[config.mk]
export PLATFORM = sky130hd
export DESIGN_NAME = rsu_cfg
export DESIGN_NICKNAME = d
export VERILOG_FILES = /design/src/hdl/rsu_pkg.sv /design/src/hdl/rsu_cfg.sv
export SDC_FILE = /design/constraint.sdc
export NUM_CORES = 1
export LEC_CHECK = 0
export ABC_AREA = 1
export CAP_MARGIN = 20
export CELL_PAD_IN_SITES_DETAIL_PLACEMENT = 1
export CELL_PAD_IN_SITES_GLOBAL_PLACEMENT = 1
export CORE_ASPECT_RATIO = 1.25
export CORE_MARGIN = 1
export CORE_UTILIZATION = 35
export DETAILED_ROUTE_END_ITERATION = 7
export DONT_BUFFER_PORTS = 1
export PLACE_DENSITY = 0.68
export SYNTH_ARGS = -nofsm -noshare
export SYNTH_HDL_FRONTEND = slang
export SYNTH_SLANG_ARGS = --single-unit
[constraint.sdc]
create_clock -name clk -period 1.5 [get_ports clk]
set_clock_uncertainty 0.05 [all_clocks]
set_input_delay 0.075 -clock clk [delete_from_list [all_inputs] [get_ports clk]]
set_output_delay 0.075 -clock clk [all_outputs]
set_load 0.005 [all_outputs]
[src/hdl/rsu_pkg.sv]
package rsu_pkg;

    // lattice geometry
    localparam int SIDE_DEF = 64;
    localparam int ROW_W    = 6;

    // field widths
    localparam int JW      = 13;
    localparam int RGW     = 7;
    localparam int THR_W   = 17;
    localparam int EW      = 40;
    localparam int DE_W    = 18;
    localparam int SPIN_W  = 2;
    localparam int ACOEF_W = 3;
    localparam int COEF_W  = 6;

    // apb port
    localparam int APB_AW = 4;
    localparam int APB_DW = 32;

    // register reset values, Q.8
    localparam logic signed [JW-1:0] J_RESET      = 13'sd256;
    localparam logic signed [JW-1:0] D_RESET      = 13'sd486;
    localparam logic [RGW-1:0]       REGION_RESET = '0;

    typedef enum logic [1:0] {
        CMD_UPDATE      = 2'd0,
        CMD_LOAD_SITE   = 2'd1,
        CMD_LOAD_ENERGY = 2'd2
    } cmd_t;

    typedef enum logic [2:0] {
        ST_IDLE,
        ST_READ,
        ST_LAST,
        ST_PREP,
        ST_MUL_D,
        ST_MUL_J,
        ST_COMMIT,
        ST_DONE
    } state_t;

    typedef struct packed {
        logic signed [JW-1:0] coupling_j;
        logic signed [JW-1:0] anisotropy_d;
        logic [RGW-1:0]       region_rows;
    } cfg_t;

    typedef struct packed {
        logic en;
        logic clear;
    } mac_ctl_t;

endpackage

[src/hdl/rsu_cfg.sv]
module rsu_cfg (
    input  logic                        clk,
    input  logic                        rst_n,
    input  logic                        psel,
    input  logic                        penable,
    input  logic                        pwrite,
    input  logic [rsu_pkg::APB_AW-1:0]  paddr,
    input  logic [rsu_pkg::APB_DW-1:0]  pwdata,
    output logic [rsu_pkg::APB_DW-1:0]  prdata,
    output logic                        pready,
    output rsu_pkg::cfg_t               cfg
);
    import rsu_pkg::*;

    localparam logic [1:0] REG_COUPLING = 2'd0;
    localparam logic [1:0] REG_ANISO    = 2'd1;
    localparam logic [1:0] REG_REGION   = 2'd2;

    cfg_t       cfg_reg;
    cfg_t       cfg_next;
    logic [1:0] reg_idx;

    assign reg_idx = paddr[3:2];
    assign pready  = 1'b1;

    always_comb
    begin
        cfg_next = cfg_reg;
        if (psel && penable && pwrite)
        begin
            unique case (reg_idx)
                REG_COUPLING: cfg_next.coupling_j   = $signed(pwdata[JW-1:0]);
                REG_ANISO:    cfg_next.anisotropy_d = $signed(pwdata[JW-1:0]);
                REG_REGION:   cfg_next.region_rows  = pwdata[RGW-1:0];
                default: ;
            endcase
        end
    end

    always_comb
    begin
        unique case (reg_idx)
            REG_COUPLING: prdata = APB_DW'(cfg_reg.coupling_j);
            REG_ANISO:    prdata = APB_DW'(cfg_reg.anisotropy_d);
            REG_REGION:   prdata = APB_DW'(cfg_reg.region_rows);
            default:      prdata = '0;
        endcase
    end

    always_ff @(posedge clk or negedge rst_n)
    begin
        if (!rst_n)
        begin
            cfg_reg.coupling_j   <= J_RESET;
            cfg_reg.anisotropy_d <= D_RESET;
            cfg_reg.region_rows  <= REGION_RESET;
        end
        else
        begin
            cfg_reg <= cfg_next;
        end
    end

    assign cfg = cfg_reg;
endmodule

==> flow_summary.json <==
{
  "cts_root_buf": "clkbuf_8",
  "crit_slowest_cell": "dfrtp_1",
  "clk_pin_slew_ps": 70,
  "multi_input_area_um2": 632,
  "critPathMaxFanout": 20,
  "grt-ovfl-total": 0,
  "p_per_area_mw_per_mm2": 1260,
  "tritoncts": "yes",
  "routedWlPerCell_um": 15.1,
  "largest_reg_flops": 33,
  "grt_start_max_net_pins": 34,
  "rows": 27,
  "port_buffers": 0,
  "rsz0062_at_grt": "false",
  "path_cells": "nand2_1, nand2_1, buf_12",
  "synth_fp_nets": 264,
  "syn2layout_area_growth_pct": 10.8,
  "timing.fmax_ghz": 0.869,
  "final.fill_count": 580,
  "status": "finished, final reports clean",
  "path_delay_family": "flip-flops",
  "grt_pass1_vias": 1440,
  "cts.sinks": 33,
  "seq_area_um2": 835,
  "setup_slack_ps": 349,
  "cp-start-kind": "register",
  "path_common_cell": "nand2_1",
  "hold_slack_ps": 69.8,
  "cts_buffer_depth": 2,
  "power_leakage_nw": 0.982,
  "yosysWarnings": 0,
  "fp.dieH_um": 79.6,
  "crit_buf_inv": 1,
  "finalSetupViolCount": 0,
  "place_congestion": 0.686,
  "initial_utilization": 0.373,
  "diodes": 0,
  "synth.distinct_cells": 13,
  "dr.pass1.iters": 4,
  "timing_hold_violations_final": 0,
  "path_class": "register to output port",
  "detail_route.vias_per_cell": 4.71,
  "dr.first_iter.drc_count": 43,
  "tns_ps": 0,
  "vdd_drop_max_v": 0.000542,
  "cts_post_setup_buffers_inserted": 0,
  "cp_slowest_stage_delay_ps": 390,
  "dr_total_vias": 1338,
  "io_pins": 107,
  "dieArea_mm2": 0.00510,
  "drc": 0,
  "min_period_ps": 1150,
  "grt_pass1_wl_um": 7190,
  "worstPathRequired_ps": 1370,
  "synth-seq-cells": 33,
  "period_share": 0.767,
  "htree_levels": 2,
  "drive_above_1_share": 0.150,
  "avgSynthCellArea_um2": 7.56,
  "final_cell_mix": "nand2_1 (142), dfrtp_1 (26), dlygate4sd3_1 (14)",
  "yosysSeqAreaShare": 0.495,
  "drv_slew": 0,
  "wl_um": 4280,
  "final_common_cell": "nand2_1",
  "track_usage": 0.191,
  "antenna_found_initial": 0,
  "cts-buffers-inserted": 5,
  "clkLatencyLatePin_ps": 280,
  "pre_cts_ws_ps": 567,
  "crit_arrival_ps": 1030,
  "min_path_type": "input pin to register",
  "max_cap_violations": 0,
  "end_kind": "output port",
  "netlist_area_mm2": 0.00169,
  "num-nets-final": 266,
  "synth_cells": 223,
  "core_area_mm2": 0.00453,
  "die_x_um": 64.1,
  "place_hpwl_um": 2990,
  "drtAntennaViolNets": 0
}
## worst register-to-register path: stages (launching register included)
cell and delay [ps]:
dfstp_2 560, nand2_1 70, nand2_1 70
## metal layers
metal	track usage	up-vias	routed length, um
met5	0	-	0
met4	0.0644	0	57
met3	0.0614	7	318
met2	0.330	53	2150
met1	0.221	628	1750
li1	-	650	-
## path summary, 6_finish.rpt
kind	end	slack, ps	cells after the start	startpoint
min in group asynchronous	cfg[0]$_DFFE_PN0P_	220	2	rst_n
worst max register to register	cfg[12]$_DFFE_PN1P_	700	2	cfg[12]$_DFFE_PN1P_
worst max-delay path	prdata[14]	350	3	cfg[32]$_DFFE_PN0P_
max in group asynchronous	cfg[8]$_DFFE_PN1P_	930	2	rst_n
worst min-delay path	cfg[3]$_DFFE_PN0P_	70	4	penable
worst min register to register	cfg[14]$_DFFE_PN1P_	430	2	cfg[14]$_DFFE_PN1P_
## layout make-up
type,instances,area share
tap,58,0.0388
clock inverter,1,0.00402
inverter,5,0.0100
multi-input combinational,159,0.338
sequential,33,0.446
timing repair buffer,21,0.116
clock buffer,7,0.0462
## through the flow
stage | power [mW] | utilization | area, um2 | instances
6_report | 2.36 | 0.413 | 1870 | 284
5_1_grt | 2.52 | 0.413 | 1870 | 284
4_1_cts | 2.40 | 0.413 | 1870 | 284
3_5_place_dp | 1.63 | 0.357 | 1620 | 261
3_3_place_gp | 1.61 | 0.357 | 1620 | 261
2_1_floorplan | 1.59 | - | 1690 | 223
## synth_stat cells, drive strengths merged
master  count  area share
nand3       8       0.027
dfstp       7        0.11
nor2        5       0.019
buf        26        0.12
nand2     145        0.33
conb        1      0.0022
dfrtp      26        0.39
inv         5       0.011
## kinds of logic after synthesis
| family | Yosys count | synth area share |
|---|---|---|
| buffers and inverters | 31 | 0.131 |
| and+or+nand+nor | 158 | 0.372 |
| other | 1 | 0.00222 |
| DFF | 33 | 0.495 |
## what timing repair did
| action | CTS | global route |
|---|---|---|
| hold endpoints to repair | 66 | 0 |
| resized for setup | 0 | 0 |
| hold buffers | 15 | 0 |
## power by group
group          switching [mW]  internal (mW)  total [mW]
logic                   0.219          0.147       0.367
clock network           0.320          0.373       0.692
registers               0.195           1.10        1.30
total                   0.734           1.62        2.36
Note: power is estimated with default switching activity, not from simulation.
