## config.mk

```make
export PLATFORM = sky130hd
export DESIGN_NAME = rsu_mac
export DESIGN_NICKNAME = d
export VERILOG_FILES = /design/src/hdl/rsu_pkg.sv /design/src/hdl/rsu_mac.sv
export SDC_FILE = /design/constraint.sdc
export NUM_CORES = 1
export LEC_CHECK = 0
export BUFFER_PORTS_ARGS = -buffer_cell sky130_fd_sc_hd__buf_2
export CORE_ASPECT_RATIO = 2
export CORE_MARGIN = 3
export CORE_UTILIZATION = 61
export CTS_CLUSTER_DIAMETER = 120
export CTS_CLUSTER_SIZE = 14
export DETAILED_ROUTE_END_ITERATION = 10
export GPL_TIMING_DRIVEN = 1
export PLACE_DENSITY_LB_ADDON = 0.05
export SYNTH_ARGS = -nofsm -noshare
export SYNTH_HDL_FRONTEND = slang
export SYNTH_SLANG_ARGS = --single-unit
```

## constraint.sdc

```tcl
create_clock -name clk -period 6.6 [get_ports clk]
set_clock_uncertainty 0.2 [all_clocks]
set_input_delay 0.66 -clock clk [delete_from_list [all_inputs] [get_ports clk]]
set_output_delay 0.66 -clock clk [all_outputs]
set_load 0.05 [all_outputs]
```

## src/hdl/rsu_pkg.sv

```systemverilog
package rsu_pkg;

    // lattice geometry
    localparam int SIDE_DEF = 64;
    localparam int ROW_W    = 6;

    // field widths
    localparam int JW      = 13;
    localparam int RGW     = 7;
    localparam int THR_W   = 17;
    localparam int EW      = 40;
    localparam int DE_W    = 18;
    localparam int SPIN_W  = 2;
    localparam int ACOEF_W = 3;
    localparam int COEF_W  = 6;

    // apb port
    localparam int APB_AW = 4;
    localparam int APB_DW = 32;

    // register reset values, Q.8
    localparam logic signed [JW-1:0] J_RESET      = 13'sd256;
    localparam logic signed [JW-1:0] D_RESET      = 13'sd486;
    localparam logic [RGW-1:0]       REGION_RESET = '0;

    typedef enum logic [1:0] {
        CMD_UPDATE      = 2'd0,
        CMD_LOAD_SITE   = 2'd1,
        CMD_LOAD_ENERGY = 2'd2
    } cmd_t;

    typedef enum logic [2:0] {
        ST_IDLE,
        ST_READ,
        ST_LAST,
        ST_PREP,
        ST_MUL_D,
        ST_MUL_J,
        ST_COMMIT,
        ST_DONE
    } state_t;

    typedef struct packed {
        logic signed [JW-1:0] coupling_j;
        logic signed [JW-1:0] anisotropy_d;
        logic [RGW-1:0]       region_rows;
    } cfg_t;

    typedef struct packed {
        logic en;
        logic clear;
    } mac_ctl_t;

endpackage

```

## src/hdl/rsu_mac.sv

```systemverilog
module rsu_mac (
    input  logic                                 clk,
    input  rsu_pkg::mac_ctl_t                    ctl,
    input  logic signed [rsu_pkg::JW-1:0]        a,
    input  logic signed [rsu_pkg::COEF_W-1:0]    b,
    output logic signed [rsu_pkg::DE_W-1:0]      acc
);
    import rsu_pkg::*;

    localparam int PW = JW + COEF_W;

    logic signed [PW-1:0] prod;
    logic [DE_W-1:0]      base;
    logic [DE_W-1:0]      acc_reg;
    logic [DE_W-1:0]      acc_next;

    // 13 x 6 signed product, truncated to the accumulator width
    always_comb
    begin
        prod     = PW'(a) * PW'(b);
        base     = ctl.clear ? '0 : acc_reg;
        acc_next = base + prod[DE_W-1:0];
    end

    always_ff @(posedge clk)
    begin
        if (ctl.en)
        begin
            acc_reg <= acc_next;
        end
    end

    assign acc = $signed(acc_reg);
endmodule

```

==> metrics.txt <==
status=finished, final reports clean; Die Span X=61.9 um; CP required=6.39 ns; syn_area_per_cell=9.47 um^2; CP startpoint=b[5]; Mapped Nets=529; uppermost layer routed=met4; area of the mapped netlist=3810 um^2; Comb pwr share=0.802; CTS Buf Count=3; WL met2=5180 um; largest net degree at the start of global routing=19; drt pass-1 iters=7; endpoints failing setup=0; global route overflow=0; Worst-path clk slew=0.06 ns; Total GRT Usage=0.255; setup TNS=0 ns; Sw Share=0.518; vias in the first global route=3,118; vias post-DR=2,751; period utilization=0.769; Fin Hold WS=0.498 ns; first-pass GRT wire length=13,800 um; CP endpoint kind=flop; crit start category=primary input; Synth Area in Adders=0.475; post-DP HPWL=7190 um; number of hold buffers added after CTS=0; met3 routed WL=142 um; Die Y-Extent=118 um; n_diodes=0; simple-gate portion of the synthesized area=0.182; RSZ-0062 raised after global routing=false; FFs w/ async S/R, synth=0; Clock Sinks=18; post-CTS sizing=0; die area=7280 um^2; Max Slew Vio Count=0; fmax=197 MHz; Row Count=40; crit path time final=5.07 ns; Seq cells post-synth=18; # DRC=0; Max H-tree Level=1; sequential area share after synthesis=0.142; worst reg2reg endpoint=acc[16]; worst skew pair latency=0.25 ns; Starting Density=0.634; Post-synth EDFFs=18; Post-Synth XOR/XNOR Area=0.0483; share of the synthesized area in the top cell type=0.347; P_sw=1.06 mW; P_leak=2.08 nW; Synth area leaders=fa_1 35%, edfxtp_1 14%, ha_1 13%; Hold Violations, Final=0; maximum fanout along the worst path=9; root buffer cell=clkbuf_16; Critical Path AT=4.87 ns; path type of the worst setup path=in2reg; relative slew slack=0.680; Cells after Synth=402; vias per std cell=5.48; internal power=0.984 mW; CTS tree=built; post-synthesis mux area share=0.00263; clock share of power=0.060; wire per inst=16.3 um; HP Start=acc[0]; nets=567; Power Dens Cells=494 nW/um^2; maxcap violations=0; largest family of logic cells by synthesized area=adder cells; power share of the sequential group=0.138; Worst Slack Setup Final=1.53 ns; pre-CTS setup slack=1.24 ns; count of cell types in the netlist=34; Top Ports=40; worst r2r src=acc[5]; Largest register FFs=18; worst hold path type=reg2reg; Post-CTS Setup Inserts=0; Bufs on Longest Clock Path=2; share of layout cells above drive strength 1=0.103; peak supply drop=0.000440 V; Reg2Reg Setup Slack=2.37 ns; antenna violations before repair=0; Final GP Congestion=0.930; Post-Route M1 WL=2570 um; Core Area=6010 um^2; Port Buffers=39; Compound-Gate Fraction of Synth Area=0.0513; post-route ant nets=0; worst-margin pin slew=0.475 ns; DRT iter0 DRCs=65; Synth area leader=fa_1; final WL=8180 um; Synth Flop Type=edfxtp_1; worst reg2reg path depth=14; Synth warnings=0; area grow syn2layout=8.68%; CP endpoint=acc[16]
worst max-delay path: stages:
cell and delay (ns):
buf_2 0.15, clkinv_1 0.26, nor2_1 0.20, fa_1 0.44, fa_1 0.47, fa_1 0.49, inv_1 0.05, fa_1 0.48
inv_1 0.05, ha_1 0.36, a21o_1 0.22, a31o_1 0.20, a211oi_2 0.32, o21ai_1 0.16, o41ai_2 0.25, xnor2_1 0.11
final cells by class:
type	instances	area (um^2)
Multi-Input combinational cell	284	2890
Fill cell	521	1870
Sequential cell	18	541
Inverter	94	353
Timing Repair Buffer	39	195
Tap cell	63	78.8
Clock buffer	3	75.1
Clock inverter	1	3.75
worst min path at each step:
stage          slack (ns)  depth (start not counted)     end
2_1_floorplan        0.57                          0  acc[0]
3_3_place_gp         0.48                          2  acc[0]
3_5_place_dp         0.48                          2  acc[0]
4_1_cts              0.50                          2  acc[0]
5_1_grt              0.55                          2  acc[0]
6_report             0.50                          2  acc[0]
synthesized netlist by cell type, types with 2 or more instances:
library cell / instances
inv_1: 93
fa_1: 66
and2_1: 50
ha_1: 39
nand2_1: 24
xnor2_1: 19
edfxtp_1: 18
nor2b_1: 18
nor2_1: 16
a21oi_1: 8
nand2b_1: 7
clkbuf_1: 6
o21ai_0: 6
nand3_1: 5
a211oi_1: 3
nor3_1: 3
a21o_1: 2
nand4_1: 2
xor2_1: 2
metal layers:
layer	vias to the layer above	GRT usage
li1	1296	-
met1	1395	0.257
met2	44	0.502
met3	16	0.0132
met4	0	0.0810
met5	-	0
power by group through the flow:
stage / clock [mW] / sequential, mW / combinational, mW
CTS: 0.127 / 0.283 / 1.67
global placement: 0 / 0.284 / 1.62
floorplan: 0 / 0.460 / 1.10
detailed placement: 0 / 0.283 / 1.66
finish: 0.123 / 0.281 / 1.64
global route: 0.130 / 0.290 / 1.85
placed cells by master, fill, tap and decap left out, types with 2 or more instances in the layout:
cell and instances:
nand2_1 24, ha_1 39, a21o_1 2, nand2b_1 7, nor2_1 16, buf_2 39, fa_1 66, nand4_1 2
a211oi_1 3, o21ai_0 6, nand3_1 5, nor2b_1 18, clkinv_1 2, and2_1 50, a21oi_1 8, xnor2_1 19
edfxtp_1 18, xor2_1 2, inv_1 93, clkbuf_16 3, nor3_1 3
logic make-up (layout without fill, tap and decap cells):
| kind of cell | count (synthesis) | count (layout) |
|---|---|---|
| AND/OR/NAND/NOR | 128 | 128 |
| AO/OA/AOI/OAI | 29 | 29 |
| adder cells (fa/ha/maj) | 105 | 105 |
| flip-flops | 18 | 18 |
| buffers and inverters | 100 | 137 |
| XOR/XNOR | 21 | 21 |
| multiplexers | 1 | 1 |
through the flow:
| stage | util | cell area [um^2] | total power [mW] | instances |
|---|---|---|---|---|
| after floorplan | - | 3810 | 1.56 | 402 |
| after global routing | 0.689 | 4140 | 2.27 | 502 |
| final | 0.689 | 4140 | 2.04 | 502 |
| after global placement | 0.676 | 4060 | 1.90 | 498 |
| after CTS | 0.689 | 4140 | 2.08 | 502 |
| after detailed placement | 0.676 | 4060 | 1.94 | 498 |
No activity file was read; power rests on OpenSTA's default activity.
